**config.mk**
```make
export PLATFORM = sky130hd
export DESIGN_NAME = group_returns_by_sensor_position_flat
export DESIGN_NICKNAME = d
export VERILOG_FILES = /design/src/grbsp_pkg.sv /design/src/grbsp_ifs.sv /design/src/group_returns_by_sensor_position.sv /design/src/grbsp_front.sv /design/src/grbsp_fifo.sv /design/src/grbsp_back.sv /design/src/flat_wrapper.sv
export SDC_FILE = /design/constraint.sdc
export NUM_CORES = 2
export LEC_CHECK = 0
export ABC_AREA = 1
export BUFFER_PORTS_ARGS = -buffer_cell sky130_fd_sc_hd__buf_2
export CAP_MARGIN = 20
export CORE_UTILIZATION = 54
export CTS_BUF_LIST = sky130_fd_sc_hd__clkbuf_4
export DETAILED_ROUTE_END_ITERATION = 12
export GPL_TIMING_DRIVEN = 0
export MAX_ROUTING_LAYER = met4
export PLACE_DENSITY = 0.72
export REMOVE_ABC_BUFFERS = 1
export SLEW_MARGIN = 40
export SYNTH_ARGS = -nofsm -noshare
export SYNTH_HDL_FRONTEND = slang
export SYNTH_SLANG_ARGS = --single-unit
```
**constraint.sdc**
```tcl
create_clock -name clk -period 21.7 [get_ports clk]
set_clock_uncertainty 0.1 [all_clocks]
set_input_delay 4.34 -clock clk [delete_from_list [all_inputs] [get_ports clk]]
set_output_delay 4.34 -clock clk [all_outputs]
set_load 0.005 [all_outputs]
```
**src/grbsp_pkg.sv**
```systemverilog
`default_nettype none
// ----------------------------------------------------------------------------
// grbsp_pkg
// Shared types and constants of the return grouping block.
// ----------------------------------------------------------------------------
package grbsp_pkg;

  localparam int MAX_GROUP_DEFAULT    = 15;
  localparam int PAYLOAD_BITS_DEFAULT = 64;

  localparam int COORD_W     = 32;
  localparam int RET_W       = 4;
  localparam int TIME_W      = 63;
  localparam int STEP_W      = 32;
  localparam int CFG_DATA_W  = 63;
  localparam int CFG_INDEX_W = 1;
  localparam int QUEUE_DEPTH = 2;

  localparam logic [TIME_W-1:0] TIME_START_RESET = 63'd100000000000000000;
  localparam logic [STEP_W-1:0] TIME_STEP_RESET  = 32'd1000;

  localparam logic KIND_POINT = 1'b0;
  localparam logic KIND_FLUSH = 1'b1;

  typedef enum logic [CFG_INDEX_W-1:0] {
    REG_TIME_START = 1'b0,
    REG_TIME_STEP  = 1'b1
  } grbsp_reg_t;

  typedef enum logic [1:0] {
    OP_APPEND = 2'd0,
    OP_START  = 2'd1,
    OP_FLUSH  = 2'd2
  } grbsp_op_t;

  typedef struct packed {
    grbsp_op_t op;
    logic      cut;
  } grbsp_cmd_t;

  typedef enum logic {
    ST_IDLE = 1'b0,
    ST_EMIT = 1'b1
  } grbsp_state_t;

endpackage
`default_nettype wire

```
**src/grbsp_ifs.sv**
```systemverilog
`default_nettype none
// ----------------------------------------------------------------------------
// grbsp_ifs
// Valid/ready channels for incoming points and emitted returns.
// ----------------------------------------------------------------------------
interface grbsp_point_if #(
  parameter int PAYLOAD_BITS = grbsp_pkg::PAYLOAD_BITS_DEFAULT
);
  logic                             valid;
  logic                             ready;
  logic                             kind;
  logic [PAYLOAD_BITS-1:0]          point_payload;
  logic signed [grbsp_pkg::COORD_W-1:0] sensor_x_raw;
  logic signed [grbsp_pkg::COORD_W-1:0] sensor_y_raw;
  logic signed [grbsp_pkg::COORD_W-1:0] sensor_z_raw;

  modport source (output valid, kind, point_payload, sensor_x_raw, sensor_y_raw,
                  sensor_z_raw, input ready);
  modport sink (input valid, kind, point_payload, sensor_x_raw, sensor_y_raw,
                sensor_z_raw, output ready);
endinterface

interface grbsp_return_if #(
  parameter int PAYLOAD_BITS = grbsp_pkg::PAYLOAD_BITS_DEFAULT
);
  logic                           valid;
  logic                           ready;
  logic [PAYLOAD_BITS-1:0]        out_payload;
  logic [grbsp_pkg::RET_W-1:0]    return_index;
  logic [grbsp_pkg::RET_W-1:0]    return_total;
  logic [grbsp_pkg::TIME_W-1:0]   stamp_ns;
  logic                           last_of_run;
  logic                           forced_split;

  modport source (output valid, out_payload, return_index, return_total, stamp_ns,
                  last_of_run, forced_split, input ready);
  modport sink (input valid, out_payload, return_index, return_total, stamp_ns,
                last_of_run, forced_split, output ready);
endinterface
`default_nettype wire

```
**src/group_returns_by_sensor_position.sv**
```systemverilog
`default_nettype none
// ----------------------------------------------------------------------------
// group_returns_by_sensor_position
// Groups consecutive lidar points of one pulse and numbers their returns.
// ----------------------------------------------------------------------------
// A point that joins the open group is appended to the group buffer. A point
// that opens a new group, or an end-of-stream word, releases the held group
// of n points as n result words, one per cycle while the sink takes them,
// and the group is closed with its last word. The rate is set by the back
// end, which reads one entry of the group buffer per cycle while the sink
// takes them; a two-word queue lets the input side keep accepting while a
// group is being emitted. Writing time_start_ns also reloads the running
// timestamp. The user must write configuration while idle; it is not enforced.
// ----------------------------------------------------------------------------
module group_returns_by_sensor_position #(
  parameter int MAX_GROUP    = grbsp_pkg::MAX_GROUP_DEFAULT,
  parameter int PAYLOAD_BITS = grbsp_pkg::PAYLOAD_BITS_DEFAULT
) (
  input  wire logic                              clk,
  input  wire logic                              rst,
  grbsp_point_if.sink                            points,
  grbsp_return_if.source                         returns,
  input  wire logic                              cfg_we,
  input  wire logic [grbsp_pkg::CFG_INDEX_W-1:0] cfg_index,
  input  wire logic [grbsp_pkg::CFG_DATA_W-1:0]  cfg_data
);

  localparam int Q_W = $bits(grbsp_pkg::grbsp_cmd_t) + PAYLOAD_BITS;

  logic                    q_push, q_pop, q_full, q_not_empty;
  grbsp_pkg::grbsp_cmd_t   push_cmd, head_cmd;
  logic [PAYLOAD_BITS-1:0] push_payload, head_payload;
  logic [Q_W-1:0]          q_rd;

  grbsp_front #(
    .MAX_GROUP    (MAX_GROUP),
    .PAYLOAD_BITS (PAYLOAD_BITS)
  ) u_front (
    .clk       (clk),
    .rst       (rst),
    .points    (points),
    .q_full    (q_full),
    .q_push    (q_push),
    .q_cmd     (push_cmd),
    .q_payload (push_payload)
  );

  grbsp_fifo #(
    .WIDTH (Q_W)
  ) u_queue (
    .clk       (clk),
    .rst       (rst),
    .push      (q_push),
    .wr_data   ({push_cmd, push_payload}),
    .pop       (q_pop),
    .rd_data   (q_rd),
    .full      (q_full),
    .not_empty (q_not_empty)
  );

  assign {head_cmd, head_payload} = q_rd;

  grbsp_back #(
    .MAX_GROUP    (MAX_GROUP),
    .PAYLOAD_BITS (PAYLOAD_BITS)
  ) u_back (
    .clk          (clk),
    .rst          (rst),
    .head_valid   (q_not_empty),
    .head_cmd     (head_cmd),
    .head_payload (head_payload),
    .pop          (q_pop),
    .cfg_we       (cfg_we),
    .cfg_index    (cfg_index),
    .cfg_data     (cfg_data),
    .returns      (returns)
  );

endmodule
`default_nettype wire

```
**src/grbsp_front.sv**
```systemverilog
`default_nettype none
// ----------------------------------------------------------------------------
// grbsp_front
// Accepts points, tracks the open pulse position and classifies each word.
// ----------------------------------------------------------------------------
module grbsp_front #(
  parameter int MAX_GROUP    = grbsp_pkg::MAX_GROUP_DEFAULT,
  parameter int PAYLOAD_BITS = grbsp_pkg::PAYLOAD_BITS_DEFAULT
) (
  input  wire logic              clk,
  input  wire logic              rst,
  grbsp_point_if.sink            points,
  input  wire logic              q_full,
  output logic                   q_push,
  output grbsp_pkg::grbsp_cmd_t  q_cmd,
  output logic [PAYLOAD_BITS-1:0] q_payload
);

  localparam int CNT_W = $clog2(MAX_GROUP + 1);

  logic [grbsp_pkg::COORD_W-1:0] key_x, key_y, key_z;
  logic                          key_valid;
  logic [CNT_W-1:0]              fcount;
  logic                          match;

  assign points.ready = !q_full;
  assign q_push       = points.valid && !q_full;
  assign q_payload    = points.point_payload;

  assign match = key_valid && (points.sensor_x_raw == key_x) &&
                 (points.sensor_y_raw == key_y) && (points.sensor_z_raw == key_z);

  always_comb begin
    if (points.kind == grbsp_pkg::KIND_FLUSH) begin
      q_cmd = '{op: grbsp_pkg::OP_FLUSH, cut: 1'b0};
    end else if (match && fcount < CNT_W'(MAX_GROUP)) begin
      q_cmd = '{op: grbsp_pkg::OP_APPEND, cut: 1'b0};
    end else begin
      q_cmd = '{op: grbsp_pkg::OP_START, cut: match};
    end
  end

  always_ff @(posedge clk) begin
    if (rst) begin
      key_valid <= 1'b0;
      fcount    <= '0;
      key_x     <= '0;
      key_y     <= '0;
      key_z     <= '0;
    end else if (q_push) begin
      if (points.kind == grbsp_pkg::KIND_FLUSH) begin
        key_valid <= 1'b0;
        fcount    <= '0;
      end else if (q_cmd.op == grbsp_pkg::OP_APPEND) begin
        fcount <= fcount + 1'b1;
      end else begin
        fcount    <= CNT_W'(1);
        key_valid <= 1'b1;
        key_x     <= points.sensor_x_raw;
        key_y     <= points.sensor_y_raw;
        key_z     <= points.sensor_z_raw;
      end
    end
  end

endmodule
`default_nettype wire

```
**src/grbsp_fifo.sv**
```systemverilog
`default_nettype none
// ----------------------------------------------------------------------------
// grbsp_fifo
// Short command queue between the front and the back.
// ----------------------------------------------------------------------------
module grbsp_fifo #(
  parameter int WIDTH = 8
) (
  input  wire logic             clk,
  input  wire logic             rst,
  input  wire logic             push,
  input  wire logic [WIDTH-1:0] wr_data,
  input  wire logic             pop,
  output logic [WIDTH-1:0]      rd_data,
  output logic                  full,
  output logic                  not_empty
);

  localparam int DEPTH = grbsp_pkg::QUEUE_DEPTH;
  localparam int PTR_W = $clog2(DEPTH);
  localparam int CNT_W = $clog2(DEPTH + 1);

  logic [WIDTH-1:0] slots [DEPTH];
  logic [PTR_W-1:0] wr_ptr, rd_ptr;
  logic [CNT_W-1:0] fill;

  assign full      = (fill == CNT_W'(DEPTH));
  assign not_empty = (fill != '0);
  assign rd_data   = slots[rd_ptr];

  always_ff @(posedge clk) begin
    if (push) begin
      slots[wr_ptr] <= wr_data;
    end
  end

  always_ff @(posedge clk) begin
    if (rst) begin
      wr_ptr <= '0;
      rd_ptr <= '0;
      fill   <= '0;
    end else begin
      if (push) begin
        wr_ptr <= (wr_ptr == PTR_W'(DEPTH - 1)) ? '0 : wr_ptr + 1'b1;
      end
      if (pop) begin
        rd_ptr <= (rd_ptr == PTR_W'(DEPTH - 1)) ? '0 : rd_ptr + 1'b1;
      end
      if (push && !pop) begin
        fill <= fill + 1'b1;
      end else if (pop && !push) begin
        fill <= fill - 1'b1;
      end
    end
  end

endmodule
`default_nettype wire

```
**src/grbsp_back.sv**
```systemverilog
`default_nettype none
// ----------------------------------------------------------------------------
// grbsp_back
// Holds the group buffer and the time base, and emits buffered groups.
// ----------------------------------------------------------------------------
module grbsp_back #(
  parameter int MAX_GROUP    = grbsp_pkg::MAX_GROUP_DEFAULT,
  parameter int PAYLOAD_BITS = grbsp_pkg::PAYLOAD_BITS_DEFAULT
) (
  input  wire logic                                 clk,
  input  wire logic                                 rst,
  input  wire logic                                 head_valid,
  input  wire grbsp_pkg::grbsp_cmd_t                head_cmd,
  input  wire logic [PAYLOAD_BITS-1:0]              head_payload,
  output logic                                      pop,
  input  wire logic                                 cfg_we,
  input  wire logic [grbsp_pkg::CFG_INDEX_W-1:0]    cfg_index,
  input  wire logic [grbsp_pkg::CFG_DATA_W-1:0]     cfg_data,
  grbsp_return_if.source                            returns
);

  localparam int CNT_W = $clog2(MAX_GROUP + 1);
  localparam int IDX_W = $clog2(MAX_GROUP);

  grbsp_pkg::grbsp_state_t state, state_next;

  logic [PAYLOAD_BITS-1:0]        buffer [MAX_GROUP];
  logic [CNT_W-1:0]               count;
  logic [IDX_W-1:0]               idx;
  logic [grbsp_pkg::TIME_W-1:0]   time_acc;
  logic [grbsp_pkg::STEP_W-1:0]   time_step;

  logic                           out_valid;
  logic [PAYLOAD_BITS-1:0]        out_payload;
  logic [grbsp_pkg::RET_W-1:0]    out_index, out_total;
  logic [grbsp_pkg::TIME_W-1:0]   out_stamp;
  logic                           out_last, out_cut;

  logic             out_free, emit, finish, do_append, last;
  logic [CNT_W-1:0] idx_ext;

  assign out_free = !out_valid || returns.ready;
  assign idx_ext  = CNT_W'(idx);
  assign last     = (idx_ext + 1'b1) == count;

  always_comb begin
    state_next = state;
    pop        = 1'b0;
    emit       = 1'b0;
    finish     = 1'b0;
    do_append  = 1'b0;
    unique case (state)
      grbsp_pkg::ST_IDLE: begin
        if (head_valid) begin
          if (head_cmd.op == grbsp_pkg::OP_APPEND) begin
            do_append = 1'b1;
            pop       = 1'b1;
          end else if (count == '0) begin
            finish = 1'b1;
            pop    = 1'b1;
          end else begin
            state_next = grbsp_pkg::ST_EMIT;
          end
        end
      end
      grbsp_pkg::ST_EMIT: begin
        if (out_free) begin
          emit = 1'b1;
          if (last) begin
            finish     = 1'b1;
            pop        = 1'b1;
            state_next = grbsp_pkg::ST_IDLE;
          end
        end
      end
      default: begin
        state_next = grbsp_pkg::ST_IDLE;
      end
    endcase
  end

  always_ff @(posedge clk) begin
    if (rst) begin
      state <= grbsp_pkg::ST_IDLE;
    end else begin
      state <= state_next;
    end
  end

  always_ff @(posedge clk) begin
    if (do_append) begin
      buffer[count[IDX_W-1:0]] <= head_payload;
    end else if (finish && head_cmd.op == grbsp_pkg::OP_START) begin
      buffer[0] <= head_payload;
    end
    if (emit) begin
      out_payload <= buffer[idx];
      out_index   <= grbsp_pkg::RET_W'(idx_ext + 1'b1);
      out_total   <= grbsp_pkg::RET_W'(count);
      out_stamp   <= time_acc;
      out_last    <= last;
      out_cut     <= head_cmd.cut;
    end
  end

  always_ff @(posedge clk) begin
    if (rst) begin
      count     <= '0;
      idx       <= '0;
      out_valid <= 1'b0;
      time_acc  <= grbsp_pkg::TIME_START_RESET;
      time_step <= grbsp_pkg::TIME_STEP_RESET;
    end else begin
      if (emit) begin
        out_valid <= 1'b1;
        idx       <= last ? '0 : idx + 1'b1;
      end else if (returns.ready) begin
        out_valid <= 1'b0;
      end
      if (do_append) begin
        count <= count + 1'b1;
      end
      if (finish) begin
        count <= (head_cmd.op == grbsp_pkg::OP_START) ? CNT_W'(1) : '0;
        if (count != '0) begin
          time_acc <= time_acc + grbsp_pkg::TIME_W'(time_step);
        end
      end
      if (cfg_we) begin
        unique case (cfg_index)
          grbsp_pkg::REG_TIME_START: time_acc  <= cfg_data;
          grbsp_pkg::REG_TIME_STEP:  time_step <= cfg_data[grbsp_pkg::STEP_W-1:0];
          default: ;
        endcase
      end
    end
  end

  assign returns.valid        = out_valid;
  assign returns.out_payload  = out_payload;
  assign returns.return_index = out_index;
  assign returns.return_total = out_total;
  assign returns.stamp_ns     = out_stamp;
  assign returns.last_of_run  = out_last;
  assign returns.forced_split = out_cut;

  a_emit_in_range: assert property (@(posedge clk) disable iff (rst)
    state == grbsp_pkg::ST_EMIT |-> idx_ext < count)
    else $error("emit index runs past the group size");

  a_count_bound: assert property (@(posedge clk) disable iff (rst)
    count <= CNT_W'(MAX_GROUP))
    else $error("group count exceeds the buffer depth");

  a_last_ends_group: assert property (@(posedge clk) disable iff (rst)
    emit && last |=> state == grbsp_pkg::ST_IDLE && idx == '0 && out_last)
    else $error("final word of a group did not close the emit pass");

endmodule
`default_nettype wire

```
**src/flat_wrapper.sv**
```systemverilog
// flat-port wrapper written by rule: the top's interface ports become plain ports
module group_returns_by_sensor_position_flat 
#(
  parameter int MAX_GROUP    = grbsp_pkg::MAX_GROUP_DEFAULT,
  parameter int PAYLOAD_BITS = grbsp_pkg::PAYLOAD_BITS_DEFAULT
)
  (clk, rst, cfg_we, cfg_index, cfg_data, points_valid, points_kind, points_point_payload, points_sensor_x_raw, points_sensor_y_raw, points_sensor_z_raw, points_ready, returns_valid, returns_out_payload, returns_return_index, returns_return_total, returns_stamp_ns, returns_last_of_run, returns_forced_split, returns_ready);
  grbsp_point_if #(.PAYLOAD_BITS(PAYLOAD_BITS)) points_i ();
  grbsp_return_if #(.PAYLOAD_BITS(PAYLOAD_BITS)) returns_i ();
  input  wire logic clk;
  input  wire logic rst;
  input  wire logic cfg_we;
  input  wire logic [grbsp_pkg::CFG_INDEX_W-1:0] cfg_index;
  input  wire logic [grbsp_pkg::CFG_DATA_W-1:0] cfg_data;
  input wire logic [$bits(points_i.valid)-1:0] points_valid;
  input wire logic [$bits(points_i.kind)-1:0] points_kind;
  input wire logic [$bits(points_i.point_payload)-1:0] points_point_payload;
  input wire logic [$bits(points_i.sensor_x_raw)-1:0] points_sensor_x_raw;
  input wire logic [$bits(points_i.sensor_y_raw)-1:0] points_sensor_y_raw;
  input wire logic [$bits(points_i.sensor_z_raw)-1:0] points_sensor_z_raw;
  output wire logic [$bits(points_i.ready)-1:0] points_ready;
  output wire logic [$bits(returns_i.valid)-1:0] returns_valid;
  output wire logic [$bits(returns_i.out_payload)-1:0] returns_out_payload;
  output wire logic [$bits(returns_i.return_index)-1:0] returns_return_index;
  output wire logic [$bits(returns_i.return_total)-1:0] returns_return_total;
  output wire logic [$bits(returns_i.stamp_ns)-1:0] returns_stamp_ns;
  output wire logic [$bits(returns_i.last_of_run)-1:0] returns_last_of_run;
  output wire logic [$bits(returns_i.forced_split)-1:0] returns_forced_split;
  input wire logic [$bits(returns_i.ready)-1:0] returns_ready;
  assign points_i.valid = points_valid;
  assign points_i.kind = points_kind;
  assign points_i.point_payload = points_point_payload;
  assign points_i.sensor_x_raw = points_sensor_x_raw;
  assign points_i.sensor_y_raw = points_sensor_y_raw;
  assign points_i.sensor_z_raw = points_sensor_z_raw;
  assign points_ready = points_i.ready;
  assign returns_valid = returns_i.valid;
  assign returns_out_payload = returns_i.out_payload;
  assign returns_return_index = returns_i.return_index;
  assign returns_return_total = returns_i.return_total;
  assign returns_stamp_ns = returns_i.stamp_ns;
  assign returns_last_of_run = returns_i.last_of_run;
  assign returns_forced_split = returns_i.forced_split;
  assign returns_i.ready = returns_ready;
  group_returns_by_sensor_position #(.MAX_GROUP(MAX_GROUP), .PAYLOAD_BITS(PAYLOAD_BITS)) u_core (.clk(clk), .rst(rst), .points(points_i), .returns(returns_i), .cfg_we(cfg_we), .cfg_index(cfg_index), .cfg_data(cfg_data));
endmodule
```
# Word level (Yosys, flattened, before mapping)
# Memory sizes are Yosys's and may differ from the RTL's. A register that Yosys moved wholly into a read port is not among the register bits.
# Index checks and enable logic that the tools add are counted.
dict set report op_classes {
  addsub 8
  n_shift 0
  div 0
  n_lt_le_gt_ge 1
  n_reduce_logical 25
  n_eq_ne 7
  multipliers 0
  mux 52
  bitwise_logic 3
}
# op n
set op_table {}
lappend op_table {{63-bit two-way mux} 4}
lappend op_table {{32-bit equality test} 3}
lappend op_table {{64-bit two-way mux} 1}
lappend op_table {{64-bit OR reduction} 1}
lappend op_table {{63-bit by 32-bit adder with 63-bit output} 1}
lappend op_table {{1-bit two-way mux} 34}
lappend op_table {{4-bit two-way mux} 6}
lappend op_table {{4-bit by 1-bit adder with 4-bit output, second input constant} 3}
lappend op_table {{1-bit logical AND} 8}
lappend op_table {{2-bit nonzero test} 4}
lappend op_table {{2-bit two-way mux} 3}
lappend op_table {{1-bit one-hot mux with 2 select lines} 3}
lappend op_table {{4-bit equality test} 1}
lappend op_table {{1-bit logical NOT} 4}
lappend op_table {{2-bit logical NOT} 2}
lappend op_table {{4-bit logical NOT} 1}
lappend op_table {{4-bit less-than comparator, second input constant} 1}
lappend op_table {{2-bit AND reduction} 2}
lappend op_table {{4-bit nonzero test} 1}
lappend op_table {{3-bit two-way mux} 1}
lappend op_table {{1-bit NOT} 3}
lappend op_table {{3-bit AND reduction} 1}
lappend op_table {{1-bit adder, second input constant} 2}
lappend op_table {{2-bit by 1-bit adder with 2-bit output, second input constant} 1}
lappend op_table {{5 further kinds} 5}
dict set report word_totals {
  latchBits 0
  output_inout_bits 139
  romBits 0
  input_bits 230
  register_bits 283
  ram_bits 1094
  memories 2
}
# memory words word_bits read_ports rd_ports_with_merged_regs write_ports line
set mem_list {}
lappend mem_list {u_core.u_back.buffer 15 64 1 1 1 grbsp_back.sv:27} ;# logic [PAYLOAD_BITS-1:0] buffer [MAX_GROUP];
lappend mem_list {u_core.u_queue.slots 2 67 1 1 1 grbsp_fifo.sv:23} ;# logic [WIDTH-1:0] slots [DEPTH];

# Longest topological paths before layout
dict set report logic_depth {
  depth_word 11
  depth_mapped 18
  mapped_depth_nobuf 18
}

# Hierarchy
# A second synthesis with hierarchy kept.
dict set report hier_totals {
  hier_cells 5599
  area_unflattened_um2 61086.1
}
# module cells_per_inst n_inst area_per_inst_um2
set modules_own_cells {}
lappend modules_own_cells {grbsp_back 4219 1 49252.2}
lappend modules_own_cells {grbsp_front 1139 1 6660.1}
lappend modules_own_cells {grbsp_fifo 241 1 5173.7}

# Worst setup path after synthesis
# Ideal clock, no wire load.
dict set report synth_timing {
  path_kind {input port to flip-flop}
  start {input returns_ready}
  end {memory u_core.u_back.buffer[12][0] (netlist bit), enable pin}
  slack_ns 10.078
  setup_time_ns 0.487
  arrival_time_ns 11.036
  cell_stages 12
  required_ns 21.113
  path_cell_list {inv_1 > nand2_1 > nand2_1 > inv_1 > nand3_2 > nand2_4 > nand2_1 > inv_1 > nor2_1 > nor2_1 > inv_1 > nor2_1}
}
dict set report synth_via {
  elab_chain_len 9
}
# element line
set synth_lines {}
lappend synth_lines {{start, declared} flat_wrapper.sv:29} ;# input wire logic [$bits(returns_i.ready)-1:0] returns_ready;
lappend synth_lines {{1-bit logical OR *} grbsp_back.sv:42} ;# assign out_free = !out_valid || returns.ready;
lappend synth_lines {{1-bit two-way mux *} grbsp_back.sv:67} ;# if (out_free) begin
lappend synth_lines {{1-bit one-hot mux with 2 select lines *} grbsp_back.sv:52} ;# unique case (state)
lappend synth_lines {{1-bit logical AND *} grbsp_back.sv:93} ;# end else if (finish && head_cmd.op == grbsp_pkg::OP_START) begin
lappend synth_lines {{1-bit two-way mux *} grbsp_back.sv:93}
lappend synth_lines {{1-bit two-way mux *} grbsp_back.sv:91} ;# if (do_append) begin
lappend synth_lines {{1-bit two-way mux (implied by the code) *} grbsp_back.sv:94} ;# buffer[0] <= head_payload;
lappend synth_lines {{64-bit OR reduction (no source line)} --}
lappend synth_lines {{4-bit two-way mux (no source line) / 1-bit two-way mux (equally long branches)} --}
lappend synth_lines {{end, declared} grbsp_back.sv:27}
# Every way passes the cells marked *; elsewhere a longest branch is shown, timed or not.

# Worst setup path after layout
dict set report layout_timing {
  start {input returns_ready}
  end {memory u_core.u_back.buffer[12][5] (netlist bit), enable pin}
}
# The elaborated chain is that of the path after synthesis.

==> run_results.csv <==
group,metric,value,unit
timing,drv_slew,0,
clock_network,clockRootBuffer,"clkbuf_4",
route,drt_iter0_markers,4091,
route,dr_total_vias,43350,
worst_setup_path,cp.arrival,7.41,ns
die,die_h,334.2,um
clock_network,clkTransAtPathRegs,0.07,ns
clock_network,clockBufferDepth,4,
global_route,overflow,0,
pwr,peakVddDrop,0.05555,mV
yosys,yosys_most_used_dff,"edfxtp_1",
timing,rsz0062_at_grt,"no",
yosys,postSynthAreaPerCell,11.24,sq um
worst_setup_path,r2r-end,"u_core.u_back.buffer[12][5]",
timing,hold_slack,0.3387,ns
placed_design,hpwl,100.5,mm
placed_design,portBuffers,368,
yosys,syn_inst,5301,
final_layout,multi_input_area,15960,sq um
die,initial_core_util,0.5458,
final_layout,num-fill-cells,8265,
global_route,antenna_found_initial,29,
worst_hold_path,hold_path.class,"reg -> reg",
worst_hold_path,worst_hold_path.endpoint,"u_core.u_back.returns.stamp_ns[30]",
worst_setup_path,reg2reg_slack,16.71,ns
route,routed_wl,157.1,mm
worst_hold_path,worstHoldStart,"u_core.u_back.time_acc[30]",
final_layout,final_util,0.6393,
yosys,synth-seq-area-share,0.6914,
clock_network,cts.htree.levels,5,
placed_design,place_congestion,0.9686,
final_layout,postLayoutCellArea,69790,sq um
route,via_per_inst,5.648,
yosys,synth_seq_cells,1442,
worst_setup_path,required,22.49,ns
worst_setup_path,path_max_fanout,15,
clock_network,cts_buffers,378,
final_layout,drive_gt1_frac,0.1902,
die,dieArea,111700,sq um
worst_setup_path,reg2reg_depth,20,
clock_network,cts_resized,0,
timing,layout_min_cycle_time,6.619,ns
global_route,grt_pass1_vias,42260,
worst_setup_path,rr_startpoint,"u_core.u_back.idx[0]",
route,ant_nets,0,
placed_design,place_area,65120,sq um
clock_network,cts_tree,"yes",
route,wire_per_inst,20.47,um
timing,final.period_utilization,0.3050,
yosys,synthArstFlopShare,0,
route,met1_length,60.52,mm
die,num_io_pins,369,
worst_hold_path,min_path_cells,0,
timing,slew_headroom,0.5246,
run_status,status,"completed",
yosys,netlist_area,59570,sq um
worst_setup_path,crit_type,"in -> reg",
final_layout,seqCellArea,41210,sq um
yosys,synth_warnings,0,
die,die_w,334.2,um
clock_network,cts_hold_buf,0,
pwr,totalPowerFinal,6.960,mW
clock_network,clock-sinks,1442,
placed_design,dp_slack,13.98,ns
route,drc,0,
route,dr.max_layer_used,"met4",
timing,setup_violations,0,
die,rows,121,
pwr,p_leak,26.26,nW
clock_network,cts_setup_buffers,0,
route,wl_met3,14.08,mm
final_layout,num-nets-final,6173,
worst_setup_path,endpoint_kind,"flop",
route,wl_met2,76.93,mm
route,drtPass1Iterations,6,
global_route,grt_max_degree,106,
die,fp.coreArea,109200,sq um
pwr,powerDensity,99.73,nW/um^2
yosys,synth-edff-count,1231,
final_layout,fin_cells,7676,
worst_setup_path,worst_setup_path_start_kind,"primary input",
clock_network,clock_latency,1.25,ns
timing,max_freq,151.1,MHz
final_layout,area_growth,17.14,%
timing,setup_slack,15.08,ns
timing,finalHoldViolations,0,
placed_design,dp_cells,7001,
flow_run,drv_cap,0,
yosys,ys_types,45,
timing,finalSetupTns,0,ns
global_route,grt_pass1_wl,237.6,mm
global_route,track_usage,0.2870,
timing,worstMarginPinSlew,0.7056,ns
## cell usage after synthesis, types with 28 or more instances
cell type     n  area share
mux2_2       65       0.012
o221ai_1    142       0.021
a21oi_1     202       0.017
clkbuf_1    205       0.013
dfxtp_1     211       0.071
edfxtp_1   1231        0.62
nand2_1     841       0.053
xnor2_1      31      0.0046
inv_1       355       0.022
ha_1         37      0.0078
nand3_1     167       0.014
nor2_1      847       0.053
o211ai_1     59      0.0074
o22ai_1      56      0.0059
buf_2        33      0.0028
o21ai_0     624       0.052
nand4_1      28      0.0029
## area by class of cell
type / instances / area share
diodes: 33 / 0.001183
inverters: 364 / 0.02042
clock buffers: 535 / 0.05755
clock inverters: 107 / 0.008158
flip-flops and latches: 1442 / 0.5905
repair buffers: 500 / 0.06711
well taps: 1476 / 0.02646
multi-input cells: 3219 / 0.2286
## critical path: stages
cell and delay [ns]:
buf_2 0.08, inv_1 0.03, nand2_1 0.09, nand2_1 0.20
inv_8 0.22, nand3_2 0.16, nand2_4 0.18, nand2_1 0.17
inv_1 0.17, nor2_1 0.08, nor2_1 0.24, inv_1 0.19
nor2_4 0.43, buf_8 0.23, buf_16 0.17, buf_8 0.19
buf_16 0.18
## state kept, by name (all words and copies together), names as in the netlist, 32 cells and up, named ones only
| signal | cells |
|---|---|
| u_core.u_front.key_z | 32 |
| u_core.u_back.time_step | 32 |
| u_core.u_queue.slots | 134 |
| u_core.u_front.key_y | 32 |
| u_core.u_back.time_acc | 63 |
| u_core.u_back.returns.out_payload | 64 |
| u_core.u_front.key_x | 32 |
| u_core.u_back.returns.stamp_ns | 63 |
| u_core.u_back.buffer | 960 |
## logic make-up (layout without fill, tap and decap cells)
kind of cell    after synthesis  count (layout)  synth area share
other cells                   0              33                 0
mux                          66              66           0.01245
flops                      1442            1442            0.6914
compound gates             1138            1138            0.1097
buf+inv                     640            1506           0.04329
xor+xnor                     43              43          0.006322
simple gates               1934            1934            0.1287
fa+ha+maj                    38              38          0.008107
## layout by cell type, fill, tap and decap left out, types with 47 or more instances in the layout
master,n
a21oi_1,202
buf_16,59
buf_2,368
buf_8,47
clkbuf_4,535
clkinv_1,82
dfxtp_1,206
edfxtp_1,1231
inv_1,351
mux2_2,65
nand2_1,840
nand3_1,167
nor2_1,831
o211ai_1,59
o21ai_0,624
o221ai_1,142
o22ai_1,56
## layer usage
layer	global-route usage	vias up
met2	0.4623	2082
met1	0.3470	20640
met4	0.1260	0
met3	0.06529	443
met5	-	-
li1	-	20190
## worst max-delay path by stage
stage                                     startpoint                      endpoint  slack [ns]  cells past startpoint
2_1_floorplan                   u_core.u_back.idx[0]    u_core.u_back.buffer[8][0]        2.07                     12
3_3_place_gp                    u_core.u_back.idx[0]   u_core.u_back.buffer[2][33]      -20.43                     12
3_5_place_dp                           returns_ready   u_core.u_back.buffer[8][33]       13.98                     15
4_1_cts        u_core.u_back.returns.out_payload[61]       returns_out_payload[61]       15.24                      1
5_1_grt                                returns_ready  u_core.u_back.buffer[12][57]       15.04                     17
6_report                               returns_ready   u_core.u_back.buffer[12][5]       15.08                     17
## power by group
part	leakage (nW)	switching, mW	internal (mW)	total [mW]
Clock	2.73	1.07	1.19	2.26
Combinational	10.7	0.836	0.377	1.21
Sequential	12.9	0.0805	3.40	3.48
Power figures use the tool's default switching activity.
